<file path="config.mk">
export PLATFORM = sky130hd
export DESIGN_NAME = start_byte_frame_receiver_unit
export DESIGN_NICKNAME = d
export VERILOG_FILES = /design/src/hdl/sbfr_pkg.sv /design/src/hdl/sbfr_queue.sv /design/src/hdl/sbfr_front.sv /design/src/hdl/sbfr_back.sv /design/src/hdl/start_byte_frame_receiver_unit.sv
export SDC_FILE = /design/constraint.sdc
export NUM_CORES = 1
export LEC_CHECK = 0
export BUFFER_PORTS_ARGS = -buffer_cell sky130_fd_sc_hd__buf_4
export CAP_MARGIN = 40
export CORE_MARGIN = 2
export CORE_UTILIZATION = 50
export DETAILED_ROUTE_END_ITERATION = 10
export PLACE_DENSITY_LB_ADDON = 0.08
export SETUP_SLACK_MARGIN = 0.2
export SLEW_MARGIN = 20
export SYNTH_ARGS = -nofsm -noshare
export SYNTH_HDL_FRONTEND = slang
export SYNTH_SLANG_ARGS = --single-unit
</file>
<file path="constraint.sdc">
create_clock -name clk_i -period 8.3 [get_ports clk_i]
set_input_delay 1.66 -clock clk_i [delete_from_list [all_inputs] [get_ports clk_i]]
set_output_delay 1.66 -clock clk_i [all_outputs]
set_load 0.01 [all_outputs]
</file>
<file path="src/hdl/sbfr_pkg.sv">
// Package with types, codes and constants of the frame receiver.
package sbfr_pkg;

  localparam int PAYLOAD_DEPTH_DEF = 32;
  localparam int EMIT_LIMIT = 32;
  localparam int QDEPTH = 2;

  localparam logic [1:0] ST_GOOD = 2'd0;
  localparam logic [1:0] ST_CSUM_ERR = 2'd1;
  localparam logic [1:0] ST_OVERSIZE = 2'd2;

  localparam logic CFG_START_BYTE = 1'b0;
  localparam logic CFG_MAX_LENGTH = 1'b1;

  localparam logic [7:0] START_BYTE_RST = 8'd2;
  localparam logic [5:0] MAX_LENGTH_RST = 6'd32;

  typedef enum logic [2:0] {
    PH_HUNT,
    PH_SRC,
    PH_DST,
    PH_LEN,
    PH_DATA,
    PH_CSUM
  } phase_e;

  typedef enum logic [1:0] {
    B_IDLE,
    B_LOAD,
    B_EMIT
  } back_e;

  typedef struct packed {
    logic [1:0] status;
    logic [7:0] source;
    logic [7:0] dest;
    logic [7:0] flen;
    logic       bank;
  } desc_t;

  typedef struct packed {
    logic       en;
    logic       bank;
    logic [7:0] data;
  } mem_wr_t;

  typedef struct packed {
    logic en;
    logic bank;
  } rel_t;

  typedef struct packed {
    logic [1:0] status;
    logic [7:0] source;
    logic [7:0] dest;
    logic [7:0] flen;
    logic [7:0] data;
    logic [4:0] pos;
    logic       last;
  } res_t;

endpackage

</file>
<file path="src/hdl/sbfr_queue.sv">
// Two-entry queue of frame descriptors between the parser and the emitter.
module sbfr_queue (
  input  logic            clk_i,
  input  logic            rst_ni,
  input  logic            push_i,
  input  sbfr_pkg::desc_t desc_i,
  output logic            full_o,
  input  logic            pop_i,
  output sbfr_pkg::desc_t desc_o,
  output logic            empty_o
);

  localparam int PW = (sbfr_pkg::QDEPTH > 1) ? $clog2(sbfr_pkg::QDEPTH) : 1;
  localparam int CW = $clog2(sbfr_pkg::QDEPTH + 1);

  sbfr_pkg::desc_t entry_q [sbfr_pkg::QDEPTH];
  logic [PW-1:0] wptr_q, wptr_d, rptr_q, rptr_d;
  logic [CW-1:0] cnt_q, cnt_d;
  logic do_push, do_pop;

  assign full_o  = (cnt_q == CW'(sbfr_pkg::QDEPTH));
  assign empty_o = (cnt_q == '0);
  assign desc_o  = entry_q[rptr_q];
  assign do_push = push_i && !full_o;
  assign do_pop  = pop_i && !empty_o;

  always_comb begin
    wptr_d = wptr_q;
    rptr_d = rptr_q;
    cnt_d  = cnt_q;
    if (do_push) begin
      wptr_d = (wptr_q == PW'(sbfr_pkg::QDEPTH - 1)) ? '0 : wptr_q + PW'(1);
    end
    if (do_pop) begin
      rptr_d = (rptr_q == PW'(sbfr_pkg::QDEPTH - 1)) ? '0 : rptr_q + PW'(1);
    end
    if (do_push && !do_pop) begin
      cnt_d = cnt_q + CW'(1);
    end else if (do_pop && !do_push) begin
      cnt_d = cnt_q - CW'(1);
    end
  end

  always_ff @(posedge clk_i or negedge rst_ni) begin
    if (!rst_ni) begin
      wptr_q <= '0;
      rptr_q <= '0;
      cnt_q  <= '0;
    end else begin
      wptr_q <= wptr_d;
      rptr_q <= rptr_d;
      cnt_q  <= cnt_d;
    end
  end

  always_ff @(posedge clk_i) begin
    if (do_push) begin
      entry_q[wptr_q] <= desc_i;
    end
  end

endmodule

</file>
<file path="src/hdl/sbfr_front.sv">
// Byte parser: configuration, frame state machine, checksum and payload writes.
module sbfr_front #(
  parameter int PAYLOAD_DEPTH = sbfr_pkg::PAYLOAD_DEPTH_DEF,
  localparam int AW = (PAYLOAD_DEPTH > 1) ? $clog2(PAYLOAD_DEPTH) : 1
) (
  input  logic              clk_i,
  input  logic              rst_ni,
  input  logic              cfg_we_i,
  input  logic              cfg_idx_i,
  input  logic [7:0]        cfg_data_i,
  input  logic              push_i,
  input  logic [7:0]        byte_i,
  output logic              full_o,
  output logic              q_push_o,
  output sbfr_pkg::desc_t   q_desc_o,
  input  logic              q_full_i,
  output sbfr_pkg::mem_wr_t wr_o,
  output logic [AW-1:0]     wr_addr_o,
  input  sbfr_pkg::rel_t    rel_i
);

  localparam logic [5:0] LIMIT_CAP =
    6'((PAYLOAD_DEPTH < sbfr_pkg::EMIT_LIMIT) ? PAYLOAD_DEPTH : sbfr_pkg::EMIT_LIMIT);

  sbfr_pkg::phase_e phase_q, phase_d;
  logic [7:0] start_q;
  logic [5:0] max_len_q;
  logic [7:0] src_q, src_d, dst_q, dst_d, sum_q, sum_d;
  logic [5:0] len_q, len_d, cnt_q, cnt_d, cnt_nx, eff_limit;
  logic       wbank_q, wbank_d;
  logic [1:0] busy_q, busy_d;
  logic       accept;

  assign full_o = (((phase_q == sbfr_pkg::PH_LEN) || (phase_q == sbfr_pkg::PH_CSUM))
                   && q_full_i)
                  || ((phase_q == sbfr_pkg::PH_DATA) && busy_q[wbank_q]);
  assign accept    = push_i && !full_o;
  assign eff_limit = (max_len_q > LIMIT_CAP) ? LIMIT_CAP : max_len_q;
  assign cnt_nx    = cnt_q + 6'd1;
  assign wr_addr_o = cnt_q[AW-1:0];

  always_comb begin
    phase_d  = phase_q;
    src_d    = src_q;
    dst_d    = dst_q;
    sum_d    = sum_q;
    len_d    = len_q;
    cnt_d    = cnt_q;
    wbank_d  = wbank_q;
    busy_d   = busy_q;
    q_push_o = 1'b0;
    q_desc_o = '{status: sbfr_pkg::ST_GOOD, source: src_q, dest: dst_q,
                 flen: {2'b00, len_q}, bank: wbank_q};
    wr_o     = '{en: 1'b0, bank: wbank_q, data: byte_i};
    if (rel_i.en) begin
      busy_d[rel_i.bank] = 1'b0;
    end
    if (accept) begin
      unique case (phase_q)
        sbfr_pkg::PH_HUNT: begin
          if (byte_i == start_q) begin
            phase_d = sbfr_pkg::PH_SRC;
          end
        end
        sbfr_pkg::PH_SRC: begin
          src_d   = byte_i;
          sum_d   = byte_i;
          phase_d = sbfr_pkg::PH_DST;
        end
        sbfr_pkg::PH_DST: begin
          dst_d   = byte_i;
          sum_d   = sum_q + byte_i;
          phase_d = sbfr_pkg::PH_LEN;
        end
        sbfr_pkg::PH_LEN: begin
          if (byte_i > {2'b00, eff_limit}) begin
            q_push_o        = 1'b1;
            q_desc_o.status = sbfr_pkg::ST_OVERSIZE;
            q_desc_o.flen   = byte_i;
            phase_d         = sbfr_pkg::PH_HUNT;
          end else begin
            len_d   = byte_i[5:0];
            sum_d   = sum_q + byte_i;
            cnt_d   = '0;
            phase_d = (byte_i[5:0] == '0) ? sbfr_pkg::PH_CSUM : sbfr_pkg::PH_DATA;
          end
        end
        sbfr_pkg::PH_DATA: begin
          wr_o.en = 1'b1;
          sum_d   = sum_q + byte_i;
          cnt_d   = cnt_nx;
          if (cnt_nx >= len_q) begin
            phase_d = sbfr_pkg::PH_CSUM;
          end
        end
        sbfr_pkg::PH_CSUM: begin
          q_push_o = 1'b1;
          if (byte_i != sum_q) begin
            q_desc_o.status = sbfr_pkg::ST_CSUM_ERR;
          end else if (len_q != '0) begin
            wbank_d         = ~wbank_q;
            busy_d[wbank_q] = 1'b1;
          end
          phase_d = sbfr_pkg::PH_HUNT;
        end
        default: begin
          phase_d = sbfr_pkg::PH_HUNT;
        end
      endcase
    end
  end

  always_ff @(posedge clk_i or negedge rst_ni) begin
    if (!rst_ni) begin
      phase_q   <= sbfr_pkg::PH_HUNT;
      wbank_q   <= 1'b0;
      busy_q    <= '0;
      start_q   <= sbfr_pkg::START_BYTE_RST;
      max_len_q <= sbfr_pkg::MAX_LENGTH_RST;
    end else begin
      phase_q <= phase_d;
      wbank_q <= wbank_d;
      busy_q  <= busy_d;
      if (cfg_we_i) begin
        unique case (cfg_idx_i)
          sbfr_pkg::CFG_START_BYTE: start_q   <= cfg_data_i;
          sbfr_pkg::CFG_MAX_LENGTH: max_len_q <= cfg_data_i[5:0];
          default: ;
        endcase
      end
    end
  end

  always_ff @(posedge clk_i) begin
    src_q <= src_d;
    dst_q <= dst_d;
    sum_q <= sum_d;
    len_q <= len_d;
    cnt_q <= cnt_d;
  end

endmodule

</file>
<file path="src/hdl/sbfr_back.sv">
// Result emitter: two payload buffers, registered reads and the output register.
module sbfr_back #(
  parameter int PAYLOAD_DEPTH = sbfr_pkg::PAYLOAD_DEPTH_DEF,
  localparam int AW = (PAYLOAD_DEPTH > 1) ? $clog2(PAYLOAD_DEPTH) : 1
) (
  input  logic              clk_i,
  input  logic              rst_ni,
  input  sbfr_pkg::mem_wr_t wr_i,
  input  logic [AW-1:0]     wr_addr_i,
  input  sbfr_pkg::desc_t   q_desc_i,
  input  logic              q_empty_i,
  output logic              q_pop_o,
  output sbfr_pkg::rel_t    rel_o,
  output sbfr_pkg::res_t    res_o,
  output logic              empty_o,
  input  logic              pop_i
);

  logic [7:0] mem_q [2][PAYLOAD_DEPTH];
  logic [7:0] rd_data_q;
  logic       rd_en, rd_bank;
  logic [AW-1:0] rd_addr;

  sbfr_pkg::back_e state_q, state_d;
  sbfr_pkg::desc_t desc_q, desc_d;
  sbfr_pkg::res_t  res_q, res_d;
  logic [5:0] idx_q, idx_d, idx_nx;

  assign empty_o = (state_q != sbfr_pkg::B_EMIT);
  assign res_o   = res_q;
  assign idx_nx  = idx_q + 6'd1;

  always_comb begin
    state_d = state_q;
    desc_d  = desc_q;
    res_d   = res_q;
    idx_d   = idx_q;
    q_pop_o = 1'b0;
    rel_o   = '{en: 1'b0, bank: desc_q.bank};
    rd_en   = 1'b0;
    rd_bank = desc_q.bank;
    rd_addr = idx_nx[AW-1:0];
    unique case (state_q)
      sbfr_pkg::B_IDLE: begin
        if (!q_empty_i) begin
          q_pop_o = 1'b1;
          desc_d  = q_desc_i;
          idx_d   = '0;
          if ((q_desc_i.status != sbfr_pkg::ST_GOOD) || (q_desc_i.flen == '0)) begin
            res_d = '{status: q_desc_i.status, source: q_desc_i.source,
                      dest: q_desc_i.dest, flen: q_desc_i.flen, data: 8'd0,
                      pos: 5'd0, last: 1'b1};
            state_d = sbfr_pkg::B_EMIT;
          end else begin
            rd_en   = 1'b1;
            rd_bank = q_desc_i.bank;
            rd_addr = '0;
            state_d = sbfr_pkg::B_LOAD;
          end
        end
      end
      sbfr_pkg::B_LOAD: begin
        res_d = '{status: sbfr_pkg::ST_GOOD, source: desc_q.source, dest: desc_q.dest,
                  flen: desc_q.flen, data: rd_data_q, pos: idx_q[4:0],
                  last: (idx_nx == desc_q.flen[5:0])};
        state_d = sbfr_pkg::B_EMIT;
      end
      sbfr_pkg::B_EMIT: begin
        if (pop_i) begin
          if (res_q.last) begin
            rel_o.en = (desc_q.status == sbfr_pkg::ST_GOOD) && (desc_q.flen != '0);
            state_d  = sbfr_pkg::B_IDLE;
          end else begin
            idx_d   = idx_nx;
            rd_en   = 1'b1;
            state_d = sbfr_pkg::B_LOAD;
          end
        end
      end
      default: begin
        state_d = sbfr_pkg::B_IDLE;
      end
    endcase
  end

  always_ff @(posedge clk_i or negedge rst_ni) begin
    if (!rst_ni) begin
      state_q <= sbfr_pkg::B_IDLE;
    end else begin
      state_q <= state_d;
    end
  end

  always_ff @(posedge clk_i) begin
    desc_q <= desc_d;
    res_q  <= res_d;
    idx_q  <= idx_d;
  end

  always_ff @(posedge clk_i) begin
    if (wr_i.en) begin
      mem_q[wr_i.bank][wr_addr_i] <= wr_i.data;
    end
    if (rd_en) begin
      rd_data_q <= mem_q[rd_bank][rd_addr];
    end
  end

endmodule

</file>
<file path="src/hdl/start_byte_frame_receiver_unit.sv">
// Top level of the start byte frame receiver.
//
//   channel   direction  handshake       payload
//   byte in   input      push / full     byte_in_i
//   result    output     empty / pop     status_o .. last_flag_o
//   config    input      cfg_we_i        cfg_idx_i, cfg_data_i
//
// An input byte is taken when push is high and full is low.
// Each payload result passes from the buffer through the read data register into the output register.
// Two payload buffers let a new frame arrive while the previous one is emitted.
// Full rises during payload bytes while both buffers are waiting to be emitted,
// and on the length and checksum bytes while the descriptor queue is full.
// Reset restores the configuration registers and clears all control state.
module start_byte_frame_receiver_unit #(
  parameter int PAYLOAD_DEPTH = sbfr_pkg::PAYLOAD_DEPTH_DEF
) (
  input  logic       clk_i,
  input  logic       rst_ni,
  input  logic       cfg_we_i,
  input  logic       cfg_idx_i,
  input  logic [7:0] cfg_data_i,
  input  logic       push,
  output logic       full,
  input  logic [7:0] byte_in_i,
  output logic       empty,
  input  logic       pop,
  output logic [1:0] status_o,
  output logic [7:0] source_id_o,
  output logic [7:0] dest_id_o,
  output logic [7:0] frame_length_o,
  output logic [7:0] data_byte_o,
  output logic [4:0] position_o,
  output logic       last_flag_o
);

  localparam int AW = (PAYLOAD_DEPTH > 1) ? $clog2(PAYLOAD_DEPTH) : 1;

  sbfr_pkg::desc_t   push_desc, head_desc;
  sbfr_pkg::mem_wr_t wr;
  sbfr_pkg::rel_t    rel;
  sbfr_pkg::res_t    res;
  logic [AW-1:0]     wr_addr;
  logic              q_push, q_full, q_pop, q_empty;

  sbfr_front #(.PAYLOAD_DEPTH(PAYLOAD_DEPTH)) u_front (
    .clk_i      (clk_i),
    .rst_ni     (rst_ni),
    .cfg_we_i   (cfg_we_i),
    .cfg_idx_i  (cfg_idx_i),
    .cfg_data_i (cfg_data_i),
    .push_i     (push),
    .byte_i     (byte_in_i),
    .full_o     (full),
    .q_push_o   (q_push),
    .q_desc_o   (push_desc),
    .q_full_i   (q_full),
    .wr_o       (wr),
    .wr_addr_o  (wr_addr),
    .rel_i      (rel)
  );

  sbfr_queue u_queue (
    .clk_i   (clk_i),
    .rst_ni  (rst_ni),
    .push_i  (q_push),
    .desc_i  (push_desc),
    .full_o  (q_full),
    .pop_i   (q_pop),
    .desc_o  (head_desc),
    .empty_o (q_empty)
  );

  sbfr_back #(.PAYLOAD_DEPTH(PAYLOAD_DEPTH)) u_back (
    .clk_i     (clk_i),
    .rst_ni    (rst_ni),
    .wr_i      (wr),
    .wr_addr_i (wr_addr),
    .q_desc_i  (head_desc),
    .q_empty_i (q_empty),
    .q_pop_o   (q_pop),
    .rel_o     (rel),
    .res_o     (res),
    .empty_o   (empty),
    .pop_i     (pop)
  );

  assign status_o       = res.status;
  assign source_id_o    = res.source;
  assign dest_id_o      = res.dest;
  assign frame_length_o = res.flen;
  assign data_byte_o    = res.data;
  assign position_o     = res.pos;
  assign last_flag_o    = res.last;

endmodule

</file>
==> run summary, run 1 <==
1st-iter DRT viols -> 1617
Outcome -> finished, final reports clean
First-pass GRT wire length -> 105000 um
Clock power frac -> 0.290
IO Pins -> 64
TritonCTS clock tree -> yes
Number of buffers created by CTS -> 74
Clock buffer depth -> 3
IO Port Bufs -> 63
Initial antenna violation count -> 2
Largest area contributor in the netlist -> edfxtp_1
Clock Sinks -> 709
Final ANT Viol Nets -> 0
Total internal power -> 7.16 mW
Largest net degree at the start of global routing -> 74
Worst Clk Skew -> 0.0249 ns
Die area -> 59800 um^2
Initial Utilization -> 0.504
Overflow after GRT -> 0
Vias per cell -> 5.93
Vias -> 16300
Syn-to-layout area delta -> 13.4%
Setup crit start kind -> register
Mapped cell area -> 28900 um^2
Fmax -> 228 MHz
Ranking of synthesized cells by area -> edfxtp_1 (71%), mux2_2 (3.3%), mux4_2 (3.1%)
# fillers -> 4539
Antenna fix cells -> 0
Root Buffer -> clkbuf_16
Hold Crit Class -> register to register
Syn Inst Count -> 1820
Async SR Flop Fraction -> 0.0367
Cell area after layout -> 32800 um^2
Later-pin clock latency in the skew report -> 0.60 ns
LEAKAGE -> 11.2 nW
Crit path max fanout -> 34
CTS clock-pin slew for the worst setup and hold paths -> 0.06 ns
RSZ-0062 raised after global routing -> no
Final period utilization -> 0.529
Row Count -> 88
H-Tree Depth -> 3
# Post-CTS Setup Buffers -> 0
Synth cell count leaders -> edfxtp_1 (683), nor2_1 (205), nand2_1 (121)
Hold buffer count at cts -> 0
MaxCap Viol Count -> 0
Final WL -> 71100 um
Flops & latches, synth -> 709
Final setup viols -> 0
WP data arrival -> 4.74 ns
VDD IR-drop max -> 0.000235 V
Tightest Pin Transition -> 0.899 ns
Net count after synthesis -> 1868
RePlAce Congestion -> 0.851
Kind of critical path -> register to register
Placed cell area -> 30400 um^2
PwrDens -> 325 nW/um^2
Detailed Routing Iterations Pass 1 -> 5
Kind of end point of the critical path -> register
Fin. max-slew vios -> 0
Combinational Power Share -> 0.284
Final hold viol count -> 0
Min Tclk post-route -> 4.39 ns
DIE WIDTH -> 245 um
Psw -> 3.49 mW
Quantity of gates resized following cts -> 0
Total track usage -> 0.240
Switching share of total power -> 0.328
Post-synth EDFFs -> 683
Ys Warns -> 0
Share of cells above drive strength 1 -> 0.189
Critical path required time -> 8.65 ns
Synth Flop Type -> edfxtp_1
Core Area -> 57500 um^2
Register share of total power -> 0.426
Number of nets in the layout -> 1979
Drt wl/cell -> 25.9 um
Slew Limit Headroom -> 0.396
Sequential area share after synthesis -> 0.731
Most numerous cell in the Yosys netlist -> edfxtp_1
Synth unique cells -> 64
Drc violations -> 0
Vias in the first global route -> 16100
Post-detail-place hpwl -> 45400 um
Sum Neg Setup Slack -> 0 ns
Die Height -> 245 um
Top cell type's share of synthesized area -> 0.709
Syn Area/Cell -> 15.9 um^2
[cells by family after synthesis]
group | after synthesis | share of synthesized area
fa+ha+maj | 26 | 0.0115
flops | 709 | 0.731
mux | 207 | 0.0926
simple gates | 450 | 0.0687
compound gates | 278 | 0.0677
buf+inv | 113 | 0.0171
xor+xnor | 37 | 0.0112
[worst max-delay path: stages (launching register included)]
cell and delay (ns):
dfrtp_1 0.32, buf_4 0.38, or4b_1 0.49, o22ai_2 0.24
a211oi_4 0.10, buf_6 0.18, buf_4 0.29, nor2_4 0.65
nand2_2 0.32, nor3_4 0.37, nand3_1 0.19, a32o_1 0.35
a32o_1 0.24
[sequential cells by signal, summed over array words and instances, names as in the netlist, 3 cells and up]
signal,cells
u_front.phase_q,3
u_front.dst_q,8
u_queue.entry_q,54
u_front.max_len_q,6
u_back.mem_q,512
u_front.sum_q,8
u_back.desc_q,26
u_back.res_o,40
u_back.idx_q,6
u_front.cnt_q,6
u_front.src_q,8
u_front.len_q,6
u_front.start_q,8
u_back.rd_data_q,8
[cell type report]
| class | instances | area, um^2 | share of cell area |
|---|---|---|---|
| Clock buffer | 94 | 1950 | 0.0594 |
| Inverter | 24 | 90.1 | 0.00275 |
| Multi-Input combinational cell | 998 | 7350 | 0.224 |
| Clock inverter | 35 | 273 | 0.00831 |
| Timing Repair Buffer | 124 | 1030 | 0.0315 |
| Sequential cell | 709 | 21200 | 0.645 |
| Tap cell | 765 | 957 | 0.0292 |
[through the flow]
| stage | worst slack, ns | cells | total power, mW | utilization | hold WS (ns) |
|---|---|---|---|---|---|
| after floorplan | 3.25 | 1820 | 6.37 | - | 0.421 |
| after global placement | 3.81 | 2589 | 7.54 | 0.526 | 0.423 |
| after detailed placement | 3.84 | 2603 | 7.61 | 0.529 | 0.431 |
| after CTS | 3.93 | 2732 | 10.7 | 0.568 | 0.434 |
| after global routing | 3.71 | 2749 | 11.1 | 0.571 | 0.453 |
| final | 3.91 | 2749 | 10.7 | 0.571 | 0.445 |
[path summary, 6_finish.rpt]
| kind | depth (start not counted) | startpoint | slack, ns | to |
|---|---|---|---|---|
| max | 12 | u_queue.rptr_q | 3.91 | u_back.rd_data_q[7] |
| min | 0 | u_front.dst_q[0] | 0.45 | u_queue.entry_q[1][9] |
| max reg2reg | 12 | u_queue.rptr_q | 3.91 | u_back.rd_data_q[7] |
| min reg2reg | 0 | u_front.dst_q[0] | 0.45 | u_queue.entry_q[1][9] |
| max in group asynchronous | 1 | rst_ni | 7.02 | u_front.start_q[1] |
| min in group asynchronous | 1 | rst_ni | 0.98 | u_front.start_q[0] |
[power by group through the flow]
stage | combinational (mW) | clock, mW | sequential, mW
floorplan | 1.76 | 0 | 4.61
global placement | 2.93 | 0 | 4.62
detailed placement | 2.99 | 0 | 4.62
CTS | 3.00 | 3.15 | 4.55
global route | 3.24 | 3.28 | 4.57
finish | 3.02 | 3.09 | 4.54
[cells in the final DEF (no fill, tap or decap), types with 13 or more instances in the layout]
| cell type | netlist | routed |
|---|---|---|
| nor3_1 | 30 | 28 |
| nor2_1 | 205 | 203 |
| a31oi_1 | 17 | 17 |
| clkinv_2 | 0 | 13 |
| mux2_2 | 85 | 85 |
| dfrtp_1 | 24 | 24 |
| o21ai_0 | 51 | 51 |
| o221ai_1 | 24 | 24 |
| clkbuf_1 | 46 | 19 |
| a221o_1 | 16 | 16 |
| mux2i_1 | 82 | 81 |
| mux4_2 | 40 | 40 |
| edfxtp_1 | 683 | 683 |
| inv_1 | 23 | 22 |
| nand2_1 | 121 | 121 |
| nand3_1 | 17 | 17 |
| clkinv_1 | 1 | 13 |
| a221oi_1 | 24 | 24 |
| xnor2_1 | 23 | 23 |
| buf_4 | 1 | 113 |
| clkbuf_16 | 0 | 75 |
| and2_1 | 21 | 21 |
| a21oi_1 | 50 | 49 |
| ha_1 | 25 | 25 |
| xor2_1 | 14 | 14 |
| a32o_1 | 16 | 16 |
| o21ai_1 | 16 | 16 |
[layer usage]
| metal | wire [um] | track usage | vias up |
|---|---|---|---|
| met3 | 5080 | 0.0455 | 105 |
| met1 | 31100 | 0.346 | 8351 |
| met4 | 1550 | 0.0676 | 2 |
| met2 | 33300 | 0.376 | 568 |
| li1 | - | - | 7278 |
| met5 | 7 | 0 | - |
(Power assumes the default switching activity.)
==> inputs of run 2 (changes only) <==
--- a/config.mk
+++ b/config.mk
@@ -5,6 +5,7 @@
 export SDC_FILE = /design/constraint.sdc
 export NUM_CORES = 1
 export LEC_CHECK = 0
+export ABC_AREA = 1
 export BUFFER_PORTS_ARGS = -buffer_cell sky130_fd_sc_hd__buf_4
 export CAP_MARGIN = 40
 export CORE_MARGIN = 2
==> constraint.sdc (replaced) <==
create_clock -name clk_i -period 4 [get_ports clk_i]
set_input_delay 0.8 -clock clk_i [delete_from_list [all_inputs] [get_ports clk_i]]
set_output_delay 0.8 -clock clk_i [all_outputs]
set_load 0.01 [all_outputs]
==> run 2 against run 1 <==
Compared with the run above:
- hold slack worse by 0.32 ns
- core utilization up 0.23 points
- power increased by 150%
- first-iteration DRC count grew 16%
- critical endpoint is now u_back.rd_data_q[2]
==> run summary, run 2 <==
Most common cell after layout, fill and taps aside -> edfxtp_1
Final period utilization -> 0.894
MaxCap Viol Count -> 0
Post-detail-place hpwl -> 49400 um
Vias per cell -> 5.24
Initial Utilization -> 0.507
Sum Neg Setup Slack -> 0 ns
Placed cell area -> 33000 um^2
VDD IR-drop max -> 0.000473 V
Outcome -> finished, final reports clean
Tightest Pin Transition -> 0.823 ns
Crit path max fanout -> 50
Biggest register -> u_back.mem_q
Die area -> 64500 um^2
Commonest cells after routing, fill and taps aside -> edfxtp_1 (683), nand2_1 (681), inv_1 (552), nand3_1 (508), buf_4 (142)
Syn Inst Count -> 2957
Largest net degree at the start of global routing -> 70
Drt wl/cell -> 19.8 um
Hold buffer count at cts -> 0
Hold Crit Class -> input pin to asynchronous set/reset pin
Final setup viols -> 0
Final ANT Viol Nets -> 0
Ys Warns -> 0
Syn Area/Cell -> 10.6 um^2
H-Tree Depth -> 3
Largest area contributor in the netlist -> edfxtp_1
Top cell type's share of synthesized area -> 0.656
Async SR Flop Fraction -> 0.0367
WP data arrival -> 3.93 ns
Worst reg2reg setup slack -> 0.42 ns
Clock buffer depth -> 3
Met2 usage -> 0.406
Worst Clk Skew -> 0.0165 ns
Row Count -> 91
CTS clock-pin slew for the worst setup and hold paths -> 0.06 ns
Flops & latches, synth -> 709
# Post-CTS Setup Buffers -> 0
Quantity of gates resized following cts -> 0
Worst reg2reg path depth -> 16
Post-synth EDFFs -> 683
Fmax -> 280 MHz
Later-pin clock latency in the skew report -> 0.61 ns
Die Height -> 254 um
Vias in the first global route -> 19900
TritonCTS clock tree -> yes
Largest register FFs -> 512
Cell area after layout -> 35400 um^2
Synth Flop Type -> edfxtp_1
Share of cells above drive strength 1 -> 0.0921
Min Tclk post-route -> 3.58 ns
Kind of end point of the critical path -> register
First-pass GRT wire length -> 119000 um
1st-iter DRT viols -> 1869
Net count after synthesis -> 3005
Detailed Routing Iterations Pass 1 -> 6
Ranking of synthesized cells by area -> edfxtp_1 (66%), nand2_1 (8.2%), nand3_1 (8.1%)
Initial antenna violation count -> 2
Vias -> 20700
Number of nets in the layout -> 3111
IO Pins -> 64
Drc violations -> 0
IO Port Bufs -> 63
GR Layer Usage met3 -> 0.0315
RSZ-0062 raised after global routing -> no
Worst Hold Slack -> 0.126 ns
Synth unique cells -> 44
Sequential area share after synthesis -> 0.677
Syn-to-layout area delta -> 13.2%
DIE WIDTH -> 254 um
Number of buffers created by CTS -> 74
Slew Limit Headroom -> 0.447
R2r endpoint -> u_back.rd_data_q[2]
Critical path required time -> 4.36 ns
Final hold viol count -> 0
Total Power -> 26.6 mW
RePlAce Congestion -> 0.846
Total track usage -> 0.248
LEAKAGE -> 14.8 nW
Mapped cell area -> 31300 um^2
Clock Sinks -> 709
Kind of critical path -> register to register
R2R Path Start -> u_queue.rptr_q
Met1 GRT Util -> 0.339
Overflow after GRT -> 0
Setup crit start kind -> register
Synth cell count leaders -> edfxtp_1 (683), nand2_1 (683), inv_1 (553)
Grt peak-use layer -> met2
Root Buffer -> clkbuf_16
Fin. max-slew vios -> 0
Final WL -> 78200 um
Core Area -> 61700 um^2
PwrDens -> 752 nW/um^2
-- run 2: logic make-up (layout without fill, tap and decap cells) --
kind of cell,after synthesis,count (layout),synth area share
buf+inv,689,849,0.0877
other cells,0,1,0
mux,2,2,0.000720
flops,709,709,0.677
compound gates,89,89,0.0163
fa+ha+maj,26,26,0.0106
simple gates,1421,1421,0.202
xor+xnor,21,21,0.00588
-- run 2: through the flow --
stage	utilization	cells	setup slack, ns
4_1_cts	0.572	3950	0.524
3_3_place_gp	0.534	3815	0.541
3_5_place_dp	0.535	3820	0.519
5_1_grt	0.573	3954	0.203
6_report	0.573	3955	0.425
2_1_floorplan	-	2957	0.466
-- run 2: layer usage --
layer / share of wire / vias to the layer above
met5: 0 / -
met4: 0.033 / 0
met3: 0.055 / 129
met2: 0.48 / 619
met1: 0.43 / 10000
li1: - / 9970
-- run 2: how the worst max path moves through the flow --
stage / from / to / slack, ns / depth (start not counted)
after global placement: u_queue.rptr_q / u_back.rd_data_q[3] / 0.54 / 17
after global routing: u_queue.rptr_q / u_back.rd_data_q[2] / 0.20 / 17
final: u_queue.rptr_q / u_back.rd_data_q[2] / 0.42 / 16
after detailed placement: byte_in_i[1] / u_front.sum_q[6] / 0.52 / 11
after CTS: u_queue.rptr_q / u_back.rd_data_q[3] / 0.52 / 16
after floorplan: byte_in_i[1] / u_queue.entry_q[1][0] / 0.47 / 11
-- run 2: cell type report --
class	count	area, um^2
Antenna cell	1	2.50
Clock buffer	103	2070
Clock inverter	27	228
Fill cell	5266	26300
Inverter	559	2100
Multi-Input combinational cell	1559	7400
Sequential cell	709	21200
Tap cell	837	1050
Timing Repair Buffer	160	1360
-- run 2: worst max-delay path: stages (launching register included) --
cell	delay (ns)
dfrtp_1	0.38
buf_4	0.25
nand2_1	0.11
nand2_1	0.12
nand2_1	0.09
nor2_1	0.04
nand2_2	0.14
nand3_4	0.17
nand2_4	0.28
clkinv_2	0.39
buf_12	0.31
nand3_1	0.15
nand3_1	0.11
nand3_1	0.15
nand3_1	0.23
nand3_1	0.22
nand2_1	0.08
-- run 2: power by group --
group / internal [mW] / switching [mW]
clock: 3.86 / 2.72
combinational: 3.14 / 7.42
sequential: 9.15 / 0.315
==> inputs of run 3 (changes only) <==
--- a/config.mk
+++ b/config.mk
@@ -12,6 +12,7 @@
 export CORE_UTILIZATION = 50
 export DETAILED_ROUTE_END_ITERATION = 10
 export PLACE_DENSITY_LB_ADDON = 0.08
+export RECOVER_POWER = 100
 export SETUP_SLACK_MARGIN = 0.2
 export SLEW_MARGIN = 20
 export SYNTH_ARGS = -nofsm -noshare
==> run 3 against run 2 <==
Compared with the run above:
- design area decreased by 1.3%
- global-route usage unchanged
- non-clock buffer count unchanged
- via count decreased by 0.15%
- hold slack improved by 0.31 ns
- the run now ends with max-capacitance violations, max-slew violations left
- combinational power about the same
- first-iteration DRC count decreased by 3.0%
- clock power about the same
- register-to-register slack got worse by 0.07 ns
- final cell count unchanged
==> run summary, run 3 (synthesized netlist as in run 2, its figures left out) <==
Outcome -> finished with violations
Failing checks -> max-capacitance violations, max-slew violations
Largest register FFs -> 512
H-Tree Depth -> 3
Overflow after GRT -> 0
Critical path required time -> 4.36 ns
IO Port Bufs -> 63
Drc violations -> 0
CTS clock-pin slew for the worst setup and hold paths -> 0.06 ns
Critical path origin -> u_queue.rptr_q
Post-detail-place hpwl -> 49400 um
WP data arrival -> 4.00 ns
Initial antenna violation count -> 3
Kind of end point of the critical path -> register
Die area -> 64500 um^2
Drt wl/cell -> 19.8 um
Vias in the first global route -> 19900
Slowest cell on crit path -> nand2_8
Largest net degree at the start of global routing -> 70
R2R Path Start -> u_queue.rptr_q
LEAKAGE -> 14.4 nW
Setup crit start kind -> register
1st-iter DRT viols -> 1812
MaxCap Viol Count -> 9
Die Height -> 254 um
Commonest cells after routing, fill and taps aside -> nand2_1 (683), edfxtp_1 (683), inv_1 (554), nand3_1 (508), clkbuf_1 (124)
Hold buffer count at cts -> 0
Tightest Pin Transition -> 2.44 ns
TritonCTS clock tree -> yes
Number of nets in the layout -> 3111
Core Area -> 61700 um^2
DIE WIDTH -> 254 um
Vias -> 20700
Sum Neg Setup Slack -> 0 ns
Clock Sinks -> 709
Later-pin clock latency in the skew report -> 0.61 ns
Final ANT Viol Nets -> 0
PwrDens -> 756 nW/um^2
Largest stage delay, worst path -> 0.49 ns
Final std cells w/o fill -> 3955
First-pass GRT wire length -> 119000 um
Root Buffer -> clkbuf_16
Row Count -> 91
Min Tclk post-route -> 3.64 ns
Min-delay src -> u_front.src_q[6]
Bufs and invs on worst path -> 4
Vias per cell -> 5.23
Final setup viols -> 0
RePlAce Congestion -> 0.846
Detailed Routing Iterations Pass 1 -> 5
Initial Utilization -> 0.507
Hold Crit Class -> register to register
Clock buffer depth -> 3
Worst reg2reg setup slack -> 0.36 ns
Fin. max-slew vios -> 369
Quantity of gates resized following cts -> 0
Number of buffers created by CTS -> 74
Layout Utilization -> 0.566
Biggest register -> u_back.mem_q
Final hold viol count -> 0
Crit path max fanout -> 69
Worst path top cell family by delay -> simple AND/OR/NAND/NOR gates
VDD IR-drop max -> 0.000471 V
Critical path cell sequence -> inv_1 -> buf_4 -> or2_0 -> o21ai_0 -> inv_1 -> nand4_4 -> nand2_8 -> buf_12 -> nand2_1 -> nand3_1 -> nand3_1 -> nand3_1 -> nand3_1 -> nand3_1 -> nand2_1
# Post-CTS Setup Buffers -> 0
Worst Clk Skew -> 0.0181 ns
Final WL -> 78300 um
IO Pins -> 64
Kind of critical path -> register to register
Worst Hold Slack -> 0.435 ns
Share of cells above drive strength 1 -> 0.0581
Syn-to-layout area delta -> 11.6%
Dpl cells -> 3820
Total track usage -> 0.248
RSZ-0062 raised after global routing -> no
Slew Limit Headroom -> -0.625
Worst path most repeated cell -> nand3_1
Final period utilization -> 0.910
Fmax -> 275 MHz
## run 3: final timing paths
kind                                               end  depth (start not counted)
worst max register to register     u_back.rd_data_q[2]                         15
worst max-delay path               u_back.rd_data_q[2]                         15
worst min register to register  u_queue.entry_q[0][23]                          0
worst min-delay path            u_queue.entry_q[0][23]                          0
min in group asynchronous         u_front.max_len_q[1]                          1
max in group asynchronous              u_front.wbank_q                          1
## run 3: metal layers
layer,part of all wire,GRT usage,routed length [um],vias up
li1,-,-,-,9965
met1,0.43,0.339,33900,10000
met2,0.48,0.406,37700,563
met3,0.053,0.0315,4120,131
met4,0.033,0.0943,2610,0
met5,0,0,0,-
## run 3: where the power goes
| group | switching [mW] | leakage, nW | internal [mW] |
|---|---|---|---|
| logic | 7.42 | 6.75 | 2.91 |
| registers | 0.308 | 6.52 | 9.16 |
| clock network | 2.73 | 1.12 | 3.86 |
## run 3: stage by stage
stage	power [mW]	setup WS [ns]	instance area (um^2)
6_report	26.4	0.359	34900
2_1_floorplan	16.4	0.466	31300
3_3_place_gp	20.0	0.541	33000
3_5_place_dp	20.2	0.519	33000
5_1_grt	27.9	0.119	34900
4_1_cts	26.8	0.524	35300
## run 3: final cells by class
cell class | instances | area, um^2
inverters | 559 | 2100
well taps | 837 | 1050
clock inverters | 27 | 228
multi-input cells | 1559 | 7390
repair buffers | 160 | 910
fillers | 5362 | 26800
flip-flops and latches | 709 | 21200
clock buffers | 103 | 2070
diodes | 1 | 2.50
